File: src/sha1_pkg.sv
// SHA-1 hasher package: constants, command/status structs, round helpers.
// No dependencies.
package sha1_pkg;
  localparam logic [31:0] H0 = 32'h67452301;
  localparam logic [31:0] H1 = 32'hEFCDAB89;
  localparam logic [31:0] H2 = 32'h98BADCFE;
  localparam logic [31:0] H3 = 32'h10325476;
  localparam logic [31:0] H4 = 32'hC3D2E1F0;
  localparam logic [31:0] K0 = 32'h5A827999;
  localparam logic [31:0] K1 = 32'h6ED9EBA1;
  localparam logic [31:0] K2 = 32'h8F1BBCDC;
  localparam logic [31:0] K3 = 32'hCA62C1D6;
  localparam int ROUNDS = 80;
  localparam int CNT_W = 61;

  // block word source when writing a byte slot
  typedef enum logic [1:0] {
    SRC_DATA = 2'd0,
    SRC_PAD  = 2'd1,
    SRC_ZERO = 2'd2
  } byte_src_t;

  typedef struct packed {
    logic      put_byte;   // write one byte into block at fill position
    byte_src_t src;
    logic      count_byte; // bump message length
    logic      put_len;    // write length into words 14,15
    logic      start;      // load working words, round 0
    logic      round;      // run one round
    logic      finish;     // add working words into chaining words
    logic      rearm;      // reload initial values, clear counts
  } dp_cmd_t;

  typedef struct packed {
    logic [5:0] fill;
    logic       last_round;
  } dp_stat_t;

  function automatic logic [31:0] rotl(input logic [31:0] x, input int r);
    rotl = (x << r) | (x >> (32 - r));
  endfunction
endpackage

File: src/sha1_if.sv
// Valid/ready stream interface for the SHA-1 hasher.
// Uses no package.
interface sha1_in_if (input logic clk);
  logic       valid;
  logic       ready;
  logic [7:0] data_byte;
  logic       byte_present;
  logic       end_of_message;
  modport source (output valid, data_byte, byte_present, end_of_message, input ready);
  modport sink (input valid, data_byte, byte_present, end_of_message, output ready);
endinterface

interface sha1_out_if (input logic clk);
  logic        valid;
  logic        ready;
  logic [31:0] digest_word0;
  logic [31:0] digest_word1;
  logic [31:0] digest_word2;
  logic [31:0] digest_word3;
  logic [31:0] digest_word4;
  modport source (output valid, digest_word0, digest_word1, digest_word2, digest_word3,
                  digest_word4, input ready);
  modport sink (input valid, digest_word0, digest_word1, digest_word2, digest_word3,
                digest_word4, output ready);
endinterface

File: src/sha1_message_hasher_core.sv
// SHA-1 hasher top level: controller, datapath and stream ports.
// Depends on sha1_pkg, sha1_if, sha1_ctrl, sha1_datapath.
// The 64th byte of a block starts a compression (load, 80 rounds of the
// single round unit, chaining add); input is held off while it runs.
// End of message adds the padding bytes, a length write and one or two
// compressions; the digest is valid the cycle after the last chaining add.
// The digest waits in an output register; the next message runs up to its
// length write meanwhile. Input is held off after a digest while the
// datapath rearms.
// Synchronous reset loads the initial hash values and clears all counts.
module sha1_message_hasher_core import sha1_pkg::*; (
  input logic clk,
  input logic rst,
  sha1_in_if.sink    in_ch,
  sha1_out_if.source out_ch
);
  dp_cmd_t  cmd;
  dp_stat_t stat;
  logic [159:0] digest;
  logic [159:0] dig_q;
  logic ov;

  sha1_ctrl u_ctrl (
    .clk, .rst,
    .in_valid(in_ch.valid), .in_ready(in_ch.ready),
    .byte_present(in_ch.byte_present), .end_of_message(in_ch.end_of_message),
    .stat, .cmd, .out_valid(ov), .out_ready(out_ch.ready)
  );

  // digest is latched in the rearm cycle, right after the final chaining add
  always_ff @(posedge clk) begin
    if (cmd.rearm) dig_q <= digest;
  end

  sha1_datapath u_dp (
    .clk, .rst, .cmd(cmd), .data_byte(in_ch.data_byte), .stat, .digest
  );

  logic [159:0] dsel;
  assign dsel = cmd.rearm ? digest : dig_q;
  assign out_ch.valid = ov;
  assign out_ch.digest_word0 = dsel[159:128];
  assign out_ch.digest_word1 = dsel[127:96];
  assign out_ch.digest_word2 = dsel[95:64];
  assign out_ch.digest_word3 = dsel[63:32];
  assign out_ch.digest_word4 = dsel[31:0];
endmodule

File: src/sha1_datapath.sv
// SHA-1 datapath: block buffer, rolling schedule, round unit, chaining words.
// Depends on sha1_pkg.
module sha1_datapath import sha1_pkg::*; (
  input  logic         clk,
  input  logic         rst,
  input  dp_cmd_t      cmd,
  input  logic [7:0]   data_byte,
  output dp_stat_t     stat,
  output logic [159:0] digest
);
  logic [31:0] blk [16];
  logic [31:0] hw [5];
  logic [31:0] a, b, c, d, e;
  logic [5:0] fill;
  logic [CNT_W-1:0] count;
  logic [6:0] rnd;
  logic [7:0] bval;
  logic [31:0] f, k, t, wnew;
  logic [63:0] bits;

  assign stat.fill = fill;
  assign stat.last_round = (rnd == 7'(ROUNDS - 1));
  assign digest = {hw[0], hw[1], hw[2], hw[3], hw[4]};
  assign bits = {count, 3'b000};

  always_comb begin
    case (cmd.src)
      SRC_DATA: bval = data_byte;
      SRC_PAD:  bval = 8'h80;
      default:  bval = 8'h00;
    endcase
    if (rnd < 7'd20) begin
      f = (b & c) | (~b & d); k = K0;
    end else if (rnd < 7'd40) begin
      f = b ^ c ^ d; k = K1;
    end else if (rnd < 7'd60) begin
      f = (b & c) | (b & d) | (c & d); k = K2;
    end else begin
      f = b ^ c ^ d; k = K3;
    end
    // schedule word for this round sits in blk[0]; build the word 16 ahead
    wnew = rotl(blk[13] ^ blk[8] ^ blk[2] ^ blk[0], 1);
    t = rotl(a, 5) + f + e + k + blk[0];
  end

  always_ff @(posedge clk) begin
    if (cmd.put_byte) begin
      case (fill[1:0])
        2'd0: blk[fill[5:2]] <= {bval, 24'h0};
        2'd1: blk[fill[5:2]][23:16] <= bval;
        2'd2: blk[fill[5:2]][15:8] <= bval;
        default: blk[fill[5:2]][7:0] <= bval;
      endcase
    end
    if (cmd.put_len) begin
      blk[14] <= bits[63:32];
      blk[15] <= bits[31:0];
    end
    if (cmd.round) begin
      for (int i = 0; i < 15; i++) blk[i] <= blk[i+1];
      blk[15] <= wnew;
      a <= t; b <= a; c <= rotl(b, 30); d <= c; e <= d;
    end
    if (cmd.start) begin
      a <= hw[0]; b <= hw[1]; c <= hw[2]; d <= hw[3]; e <= hw[4];
    end
  end

  always_ff @(posedge clk) begin
    if (rst || cmd.rearm) begin
      hw[0] <= H0; hw[1] <= H1; hw[2] <= H2; hw[3] <= H3; hw[4] <= H4;
      fill <= '0;
      count <= '0;
      rnd <= '0;
    end else begin
      if (cmd.put_byte) fill <= fill + 6'd1;
      if (cmd.count_byte) count <= count + 1'b1;
      if (cmd.start) rnd <= '0;
      else if (cmd.round) rnd <= rnd + 7'd1;
      if (cmd.finish) begin
        hw[0] <= hw[0] + a; hw[1] <= hw[1] + b; hw[2] <= hw[2] + c;
        hw[3] <= hw[3] + d; hw[4] <= hw[4] + e;
      end
    end
  end
endmodule

File: src/sha1_ctrl.sv
// SHA-1 controller: byte intake, padding sequence, compression sequencing.
// Depends on sha1_pkg.
module sha1_ctrl import sha1_pkg::*; (
  input  logic     clk,
  input  logic     rst,
  input  logic     in_valid,
  output logic     in_ready,
  input  logic     byte_present,
  input  logic     end_of_message,
  input  dp_stat_t stat,
  output dp_cmd_t  cmd,
  output logic     out_valid,
  input  logic     out_ready
);
  typedef enum logic [6:0] {
    S_IDLE  = 7'b0000001,
    S_PAD   = 7'b0000010, // write 0x80
    S_ZERO  = 7'b0000100, // zero fill
    S_LEN   = 7'b0001000,
    S_START = 7'b0010000,
    S_ROUND = 7'b0100000,
    S_FIN   = 7'b1000000
  } state_t;

  state_t state, state_next;
  logic pend_end, pend_end_next; // message end pending
  logic final_blk, final_blk_next; // current compression carries length
  logic pad_tail, pad_tail_next; // padding ran to block end: a zero/length block follows
  logic clr_pend, clr_pend_next; // rearm datapath after a digest
  logic ov_next;
  logic acc;

  assign in_ready = (state == S_IDLE) && !clr_pend;
  assign acc = in_valid && in_ready;

  always_comb begin
    state_next = state;
    pend_end_next = pend_end;
    final_blk_next = final_blk;
    pad_tail_next = pad_tail;
    clr_pend_next = 1'b0;
    ov_next = out_valid && !out_ready;
    cmd = '0;
    cmd.src = SRC_ZERO;
    cmd.rearm = clr_pend;
    case (state)
      S_IDLE: begin
        if (acc) begin
          pend_end_next = end_of_message;
          if (byte_present) begin
            cmd.put_byte = 1'b1;
            cmd.src = SRC_DATA;
            cmd.count_byte = 1'b1;
            if (stat.fill == 6'd63) begin
              final_blk_next = 1'b0;
              state_next = S_START;
            end else if (end_of_message) state_next = S_PAD;
          end else if (end_of_message) state_next = S_PAD;
        end
      end
      S_PAD: begin
        cmd.put_byte = 1'b1;
        cmd.src = SRC_PAD;
        pend_end_next = 1'b0;
        if (stat.fill == 6'd55) state_next = S_LEN;
        else if (stat.fill == 6'd63) begin
          final_blk_next = 1'b0;
          pad_tail_next = 1'b1;
          state_next = S_START;
        end else state_next = S_ZERO;
      end
      S_ZERO: begin
        cmd.put_byte = 1'b1;
        if (stat.fill == 6'd55) state_next = S_LEN;
        else if (stat.fill == 6'd63) begin
          final_blk_next = 1'b0;
          pad_tail_next = 1'b1;
          state_next = S_START;
        end
      end
      S_LEN: begin
        cmd.put_len = 1'b1;
        // last compression starts only once the output slot is free
        if (!out_valid || out_ready) begin
          final_blk_next = 1'b1;
          state_next = S_START;
        end
      end
      S_START: begin
        cmd.start = 1'b1;
        state_next = S_ROUND;
      end
      S_ROUND: begin
        cmd.round = 1'b1;
        if (stat.last_round) state_next = S_FIN;
      end
      S_FIN: begin
        cmd.finish = 1'b1;
        if (final_blk) begin
          final_blk_next = 1'b0;
          clr_pend_next = 1'b1;
          ov_next = 1'b1;
          state_next = S_IDLE;
        end else if (pend_end) state_next = S_PAD;
        else if (pad_tail) begin
          pad_tail_next = 1'b0;
          state_next = S_ZERO;
        end else state_next = S_IDLE;
      end
      default: state_next = S_IDLE;
    endcase
  end

  always_ff @(posedge clk) begin
    if (rst) begin
      state <= S_IDLE;
      pend_end <= 1'b0;
      final_blk <= 1'b0;
      pad_tail <= 1'b0;
      clr_pend <= 1'b0;
      out_valid <= 1'b0;
    end else begin
      state <= state_next;
      pend_end <= pend_end_next;
      final_blk <= final_blk_next;
      pad_tail <= pad_tail_next;
      clr_pend <= clr_pend_next;
      out_valid <= ov_next;
    end
  end
endmodule
File: src/flat_wrapper.sv
// flat-port wrapper written by rule: the top's interface ports become plain ports
module sha1_message_hasher_core_flat import sha1_pkg::*;
  (clk, rst, in_ch_valid, in_ch_data_byte, in_ch_byte_present, in_ch_end_of_message, in_ch_ready, out_ch_valid, out_ch_digest_word0, out_ch_digest_word1, out_ch_digest_word2, out_ch_digest_word3, out_ch_digest_word4, out_ch_ready);
  sha1_in_if in_ch_i (.clk(clk));
  sha1_out_if out_ch_i (.clk(clk));
  input logic clk;
  input logic rst;
  input wire logic [$bits(in_ch_i.valid)-1:0] in_ch_valid;
  input wire logic [$bits(in_ch_i.data_byte)-1:0] in_ch_data_byte;
  input wire logic [$bits(in_ch_i.byte_present)-1:0] in_ch_byte_present;
  input wire logic [$bits(in_ch_i.end_of_message)-1:0] in_ch_end_of_message;
  output wire logic [$bits(in_ch_i.ready)-1:0] in_ch_ready;
  output wire logic [$bits(out_ch_i.valid)-1:0] out_ch_valid;
  output wire logic [$bits(out_ch_i.digest_word0)-1:0] out_ch_digest_word0;
  output wire logic [$bits(out_ch_i.digest_word1)-1:0] out_ch_digest_word1;
  output wire logic [$bits(out_ch_i.digest_word2)-1:0] out_ch_digest_word2;
  output wire logic [$bits(out_ch_i.digest_word3)-1:0] out_ch_digest_word3;
  output wire logic [$bits(out_ch_i.digest_word4)-1:0] out_ch_digest_word4;
  input wire logic [$bits(out_ch_i.ready)-1:0] out_ch_ready;
  assign in_ch_i.valid = in_ch_valid;
  assign in_ch_i.data_byte = in_ch_data_byte;
  assign in_ch_i.byte_present = in_ch_byte_present;
  assign in_ch_i.end_of_message = in_ch_end_of_message;
  assign in_ch_ready = in_ch_i.ready;
  assign out_ch_valid = out_ch_i.valid;
  assign out_ch_digest_word0 = out_ch_i.digest_word0;
  assign out_ch_digest_word1 = out_ch_i.digest_word1;
  assign out_ch_digest_word2 = out_ch_i.digest_word2;
  assign out_ch_digest_word3 = out_ch_i.digest_word3;
  assign out_ch_digest_word4 = out_ch_i.digest_word4;
  assign out_ch_i.ready = out_ch_ready;
  sha1_message_hasher_core u_core (.clk(clk), .rst(rst), .in_ch(in_ch_i), .out_ch(out_ch_i));
endmodule
File: config.mk
export PLATFORM = sky130hd
export DESIGN_NAME = sha1_message_hasher_core_flat
export DESIGN_NICKNAME = d
export VERILOG_FILES = /design/src/sha1_pkg.sv /design/src/sha1_if.sv /design/src/sha1_message_hasher_core.sv /design/src/sha1_datapath.sv /design/src/sha1_ctrl.sv /design/src/flat_wrapper.sv
export SDC_FILE = /design/constraint.sdc
export NUM_CORES = 2
export LEC_CHECK = 0
export ABC_AREA = 1
export BUFFER_PORTS_ARGS = -buffer_cell sky130_fd_sc_hd__buf_2
export CAP_MARGIN = 20
export CELL_PAD_IN_SITES_DETAIL_PLACEMENT = 0
export CELL_PAD_IN_SITES_GLOBAL_PLACEMENT = 2
export CORE_ASPECT_RATIO = 0.5
export CORE_MARGIN = 1
export CORE_UTILIZATION = 42
export CTS_BUF_LIST = sky130_fd_sc_hd__clkbuf_16
export DETAILED_ROUTE_END_ITERATION = 7
export PLACE_DENSITY = 0.89
export SLEW_MARGIN = 20
export SYNTH_ARGS = -nofsm -noshare
export SYNTH_HDL_FRONTEND = slang
export SYNTH_SLANG_ARGS = --single-unit
export TNS_END_PERCENT = 1
File: constraint.sdc
create_clock -name clk -period 13.25 [get_ports clk]
set_clock_uncertainty 0.05 [all_clocks]
set_input_delay 0.6625 -clock clk [delete_from_list [all_inputs] [get_ports clk]]
set_output_delay 0.6625 -clock clk [all_outputs]
set_load 0.05 [all_outputs]
After elaboration in Yosys (flattened, before gate mapping)
Memory sizes are Yosys's and may differ from the RTL's. Cells that the tools add are included.

Muxes and demuxes: 91. Shift-type cells: 0. Divide/modulo/power cells: 0. $add $sub $neg: 12. Reduce and logical (&&, ||, !) cells: 23. $mul: 0. $lt $le $gt $ge: 3. Bitwise gates (word level): 27. Equal/unequal tests: 22.

Operator list (count): 32-bit two-way mux (23); 32-bit adder (9); 160-bit two-way mux (1); 32-bit XOR (5); 32-bit bitwise AND (4); 32-bit OR (3); 7-bit two-way mux (9); 61-bit by 1-bit adder with 61-bit output (second input constant) (1); 7-bit case mux with 7 select lines (1); 1-bit two-way mux (39); 32-bit NOT (1); 32-bit by 1-bit OR with 32-bit output (1); 32-bit by 30-bit OR with 32-bit output (1); 32-bit by 5-bit OR with 32-bit output (1); 32-bit OR reduction (1); 31-bit two-way mux (1); 8-bit two-way mux (3); 4-bit two-way mux (4); 8-bit case mux with 2 select lines (1); 7-bit == test (second input constant) (2); 7-bit by 6-bit < comparator with 1-bit output (second input constant) (2); 6-bit == test (second input constant) (2); 2-bit != test (second input constant) (6); 1-bit OR (10); other kinds (30) (47).

Bits in latches: 0. Bits in read-only memories: 0. Memories: 2. Output and inout bits: 162. Bits of input ports: 14. RAM bits: 672. Register bits after elaboration: 406. Logic and storage cells: 195.

Memory list: u_core.u_dp.blk (depth 16, width 32, read ports 16, clocked after Yosys merged registers in 0, wr ports 16, line sha1_datapath.sv:11) `logic [31:0] blk [16];`; u_core.u_dp.hw (depth 5, width 32, read ports 5, clocked after Yosys merged registers in 0, wr ports 5, line sha1_datapath.sv:12) `logic [31:0] hw [5];`.

Longest topological paths before layout
Word-level depth: 12. Depth in mapped cells: 28. Mapped depth without buffers: 26.

Hierarchy
From an unflattened synthesis, not the netlist that was laid out.

Cells, all modules: 7027. Area, all modules: 59882.4 µm².

Modules (own cells, without submodules): sha1_datapath (cells each 6214, area an instance 53777.8 µm², sequential area each 26465.4 µm², times used 1); sha1_message_hasher_core (cells each 676, area an instance 5262.5 µm², sequential area each 3203.1 µm², times used 1); sha1_ctrl (cells each 137, area an instance 842.1 µm², sequential area each 240.2 µm², times used 1).

Least setup slack after synthesis
Ideal clock, no wire load.

Kind: input to register. Start: input port rst. End: memory u_core.u_dp.hw[0][0] (enable). Data required time: 11874 ps. Buffers on the path: 1. Arrival: 3781 ps. Setup slack: 8093 ps. Stages on the path: 3. Library setup time: 1326 ps. Path through: clkbuf_1 nor2_1 nand2_1.

RTL lines: start, declared (line flat_wrapper.sv:7) `input logic rst;`; end, declared (line sha1_datapath.sv:12).

Final worst setup path
Start: register u_core.u_dp.rnd[4]. End: register u_core.u_dp.a[29], data pin.

Word-level cells in the longest chain between the ends: 10. Elaborated cells on any way between the ends: 15. Classes of those cells: 4 x add/sub; 3 x order compare; 8 x mux.

RTL lines: start, declared (line sha1_datapath.sv:16) `logic [6:0] rnd;`; start signal, assigned (line sha1_datapath.sv:79) `else if (cmd.round) rnd <= rnd + 7'd1;`; 7-bit by 6-bit < comparator with 1-bit output (line sha1_datapath.sv:36) `end else if (rnd < 7'd60) begin`; 32-bit two-way mux (line sha1_datapath.sv:36); 32-bit two-way mux (line sha1_datapath.sv:34) `end else if (rnd < 7'd40) begin`; 32-bit two-way mux (line sha1_datapath.sv:32) `if (rnd < 7'd20) begin`; 32-bit adder (2 in series) (line sha1_datapath.sv:43) `t = rotl(a, 5) + f + e + k + blk[0];`; 32-bit adder * (2 in series) (line sha1_datapath.sv:43); 32-bit two-way mux * (line sha1_datapath.sv:59) `if (cmd.round) begin`; 32-bit two-way mux * (line sha1_datapath.sv:64) `if (cmd.start) begin`; end signal, assigned (line sha1_datapath.sv:65) `a <= hw[0]; b <= hw[1]; c <= hw[2]; d <= hw[3]; e <= hw[4];`; end, declared (line sha1_datapath.sv:13) `logic [31:0] a, b, c, d, e;`.

Mark *: on every way between the ends. The rest lies on a longest branch, timed or not. The select of a mux whose other input is x is not followed. A chain may end at the register's enable or synchronous reset.

==> out/qor.txt <==
Synth Area in Simple Gates: 0.246
Post-synth ARST share: 0
Die Y: 270 um
Post-Route WL: 214 mm
main combinational cell family by area after synthesis: simple AND/OR/NAND/NOR gates
Row Count: 97
Yosys top cell area share: 0.415
Critical Path Start Type: flip-flop
HP Class: in2reg
data required time at the worst endpoint: 13.65 ns
postcts setup bufs: 0
RSZ-0062 raised after global routing: no
Critical Path End Type: flip-flop
Seq cells post-synth: 1,078
initial antenna violation count: 2
Hold Buf Count CTS: 0
Initial Utilization: 0.427
NumNets Final: 7,564
DRT Pass-1 Iters: 6
status: complete, no violations
total of max-cap violations: 0
Top Family by Delay on Critical Path: adder cells
grt ovf: 0
f_max: 167 MHz
Total GRT Usage: 0.292
yosys warns: 0
count leader, synth: nand2_1
WP buf/inv: 4
DRT iter0 DRCs: 4,860
R2R setup slack: 7.27 ns
H-tree lvl count: 3
sequential area share after synthesis: 0.497
P&R area growth vs syn: 9.62%
CP Max Fanout: 20
post-route antenna net violation count: 0
top sig layer: met5
final setup vio count: 0
number of fillers in the final layout: 14,000
metal2 WL: 94.0 mm
sequential cell area: 0.0299 mm2
Worst EP arrival: 6.39 ns
CTS Buf Count: 100
crit path cell chain: nand2_1, nand3_1, nand2_1, buf_4, o22ai_1, a21oi_1, fa_1, inv_1, fa_1, fa_1, inv_1, ha_1, inv_1, fa_1, o21ai_0, nand2_1, nand3_1, nand3_1, nand2_1, nand2_1, nand3_1, nand2_1
non-filler cells, final: 9,165
pwr dens: 122 mW/mm2
Clock Latency Late Sink: 0.73 ns
CP max stage delay: 0.56 ns
Root Driver: clkbuf_16
layout cell share with drive strength beyond 1: 0.0555
Area contributors post-synth: edfxtp_1 42%, nand2_1 17%, dfxtp_1 8.2%
Worst Max-Slew Pin Slew: 1.36 ns
main flop type after synthesis: edfxtp_1
synth unique cells: 44
WL met3: 15.5 mm
largest net degree at the start of global routing: 230
VDD IR max: 102 uV
Final Cycle Share: 0.452
drt via density: 5.41
multi-input logic area: 0.0267 mm2
floorplan core area: 0.141 mm2
chip width: 537 um
DRT met1 WL: 98.3 mm
Leakage: 29.1 nW
Post-Synth Adder-Cell Area: 0.0886
I/O pin cnt: 176
xor/xnor share of the synthesized area: 0.0237
Synth Area in Compound Gates: 0.0855
min Tclk post-route: 5.98 ns
CTS clk-pin slew, worst paths: 0.07 ns
setup TNS: 0 ns
post-synth top area cell: edfxtp_1
placed cells: 8,978
multiplexer share of the synthesized area: 0
Vias: 49,600
Synth Area per Inst: 8.44 um2
vias in the first global route: 47,300
Net Count, Synth: 7,490
Slew Limit Headroom: 0.0965
WL/cell: 23.3 um
Mapped Area: 0.0602 mm2
count of final hold-check violations: 0
Slowest-stage cell, CP: nand2_1
Clock Tree Buf Depth: 3
routability-driven placement congestion ratio: 1.03
full die area: 0.145 mm2
CP most frequent cell: nand2_1
post-CTS sizing: 0
DP HPWL: 164 mm
DRC Markers: 0
port bufs: 175
cells after synthesis: 7,125
CTS tree: built
Setup Crit Path Kind: reg2reg
EDFF count, synth: 832
Slew Limit Fails: 0
synth cell count leaders: 2,733 x nand2_1, 832 x edfxtp_1, 672 x inv_1
Num Clock Sinks: 1,078
first-pass GRT wire length: 314 mm
-- power by group --
| part | internal [W] | switching (W) | total (W) |
|---|---|---|---|
| Combinational | 0.000328 | 0.000878 | 0.00121 |
| Clock | 0.00158 | 0.00142 | 0.00300 |
| Sequential | 0.00374 | 0.0000837 | 0.00382 |
-- stage by stage --
stage          setup WS (ns)  total power, W  area, um2  utilization  hold slack, ns
2_1_floorplan           8.09         0.00464      60200            -           0.401
3_3_place_gp            7.52         0.00507      62700        0.444           0.370
3_5_place_dp            7.47         0.00507      62700        0.444           0.375
4_1_cts                 7.42         0.00805      66000        0.468           0.118
5_1_grt                 6.96         0.00831      66000        0.468           0.169
6_report                7.27         0.00803      66000        0.468           0.170
-- worst min-delay path, cell delays in order --
cell and delay (ns):
buf_2 0.08, nor2_1 0.05, nand2_1 0.05, o21ai_0 0.06
-- layer usage --
| metal | GRT usage | vias up |
|---|---|---|
| li1 | - | 23600 |
| met1 | 0.423 | 24100 |
| met2 | 0.449 | 1626 |
| met3 | 0.0506 | 265 |
| met4 | 0.0745 | 4 |
| met5 | 0 | - |
-- placed cells by master, fill, tap and decap left out, types with 17 or more instances in the layout --
master / count
dfxtp_1: 245
clkinv_1: 22
buf_4: 28
a21oi_1: 421
o22ai_1: 22
buf_2: 175
o21ai_0: 288
nand3b_1: 20
a21o_1: 36
nor3_1: 71
a21boi_0: 17
fa_1: 125
o21a_1: 31
or2_2: 21
o211ai_1: 31
nand3_1: 296
nand4_1: 75
xnor2_1: 103
ha_1: 226
edfxtp_1: 832
inv_1: 682
clkbuf_16: 101
nor2_1: 444
o21bai_1: 35
nand2_1: 2730
xor2_1: 60
-- state kept, by name, summed over array words and instances, names as in the netlist, 7 cells and up --
name                 count
u_core.u_dp.blk        512
u_core.dig_q           160
u_core.u_dp.hw         160
u_core.u_dp.count       61
u_core.u_dp.a           32
u_core.u_dp.b           32
u_core.u_dp.c           32
u_core.u_dp.d           32
u_core.u_dp.e           32
u_core.u_ctrl.state      7
u_core.u_dp.rnd          7
-- cells by family after synthesis --
kind of cell / after synthesis
and+or+nand+nor: 3696
buffers and inverters: 913
AOI/OAI and AO/OA: 924
adders and majority gates: 351
DFF: 1078
xor gates and xnor gates: 163
-- layout make-up --
| cell class | instances | share of cell area |
|---|---|---|
| Tap cell | 1881 | 0.0357 |
| Inverter | 681 | 0.0390 |
| Multi-Input combinational cell | 5134 | 0.405 |
| Clock inverter | 85 | 0.0115 |
| Timing Repair Buffer | 204 | 0.0168 |
| Antenna cell | 1 | 0.0000379 |
| Sequential cell | 1078 | 0.454 |
| Clock buffer | 101 | 0.0383 |
-- final timing paths --
| path | start | endpoint | cells past startpoint |
|---|---|---|---|
| setup reg to reg | u_core.u_dp.rnd[4] | u_core.u_dp.a[29] | 22 |
| setup / recovery | u_core.u_dp.rnd[4] | u_core.u_dp.a[29] | 22 |
| hold reg to reg | u_core.dig_q[8] | u_core.dig_q[8] | 2 |
| hold / removal | out_ch_ready | u_core.u_ctrl.out_valid | 4 |
Note: power is estimated with default switching activity, not from simulation.
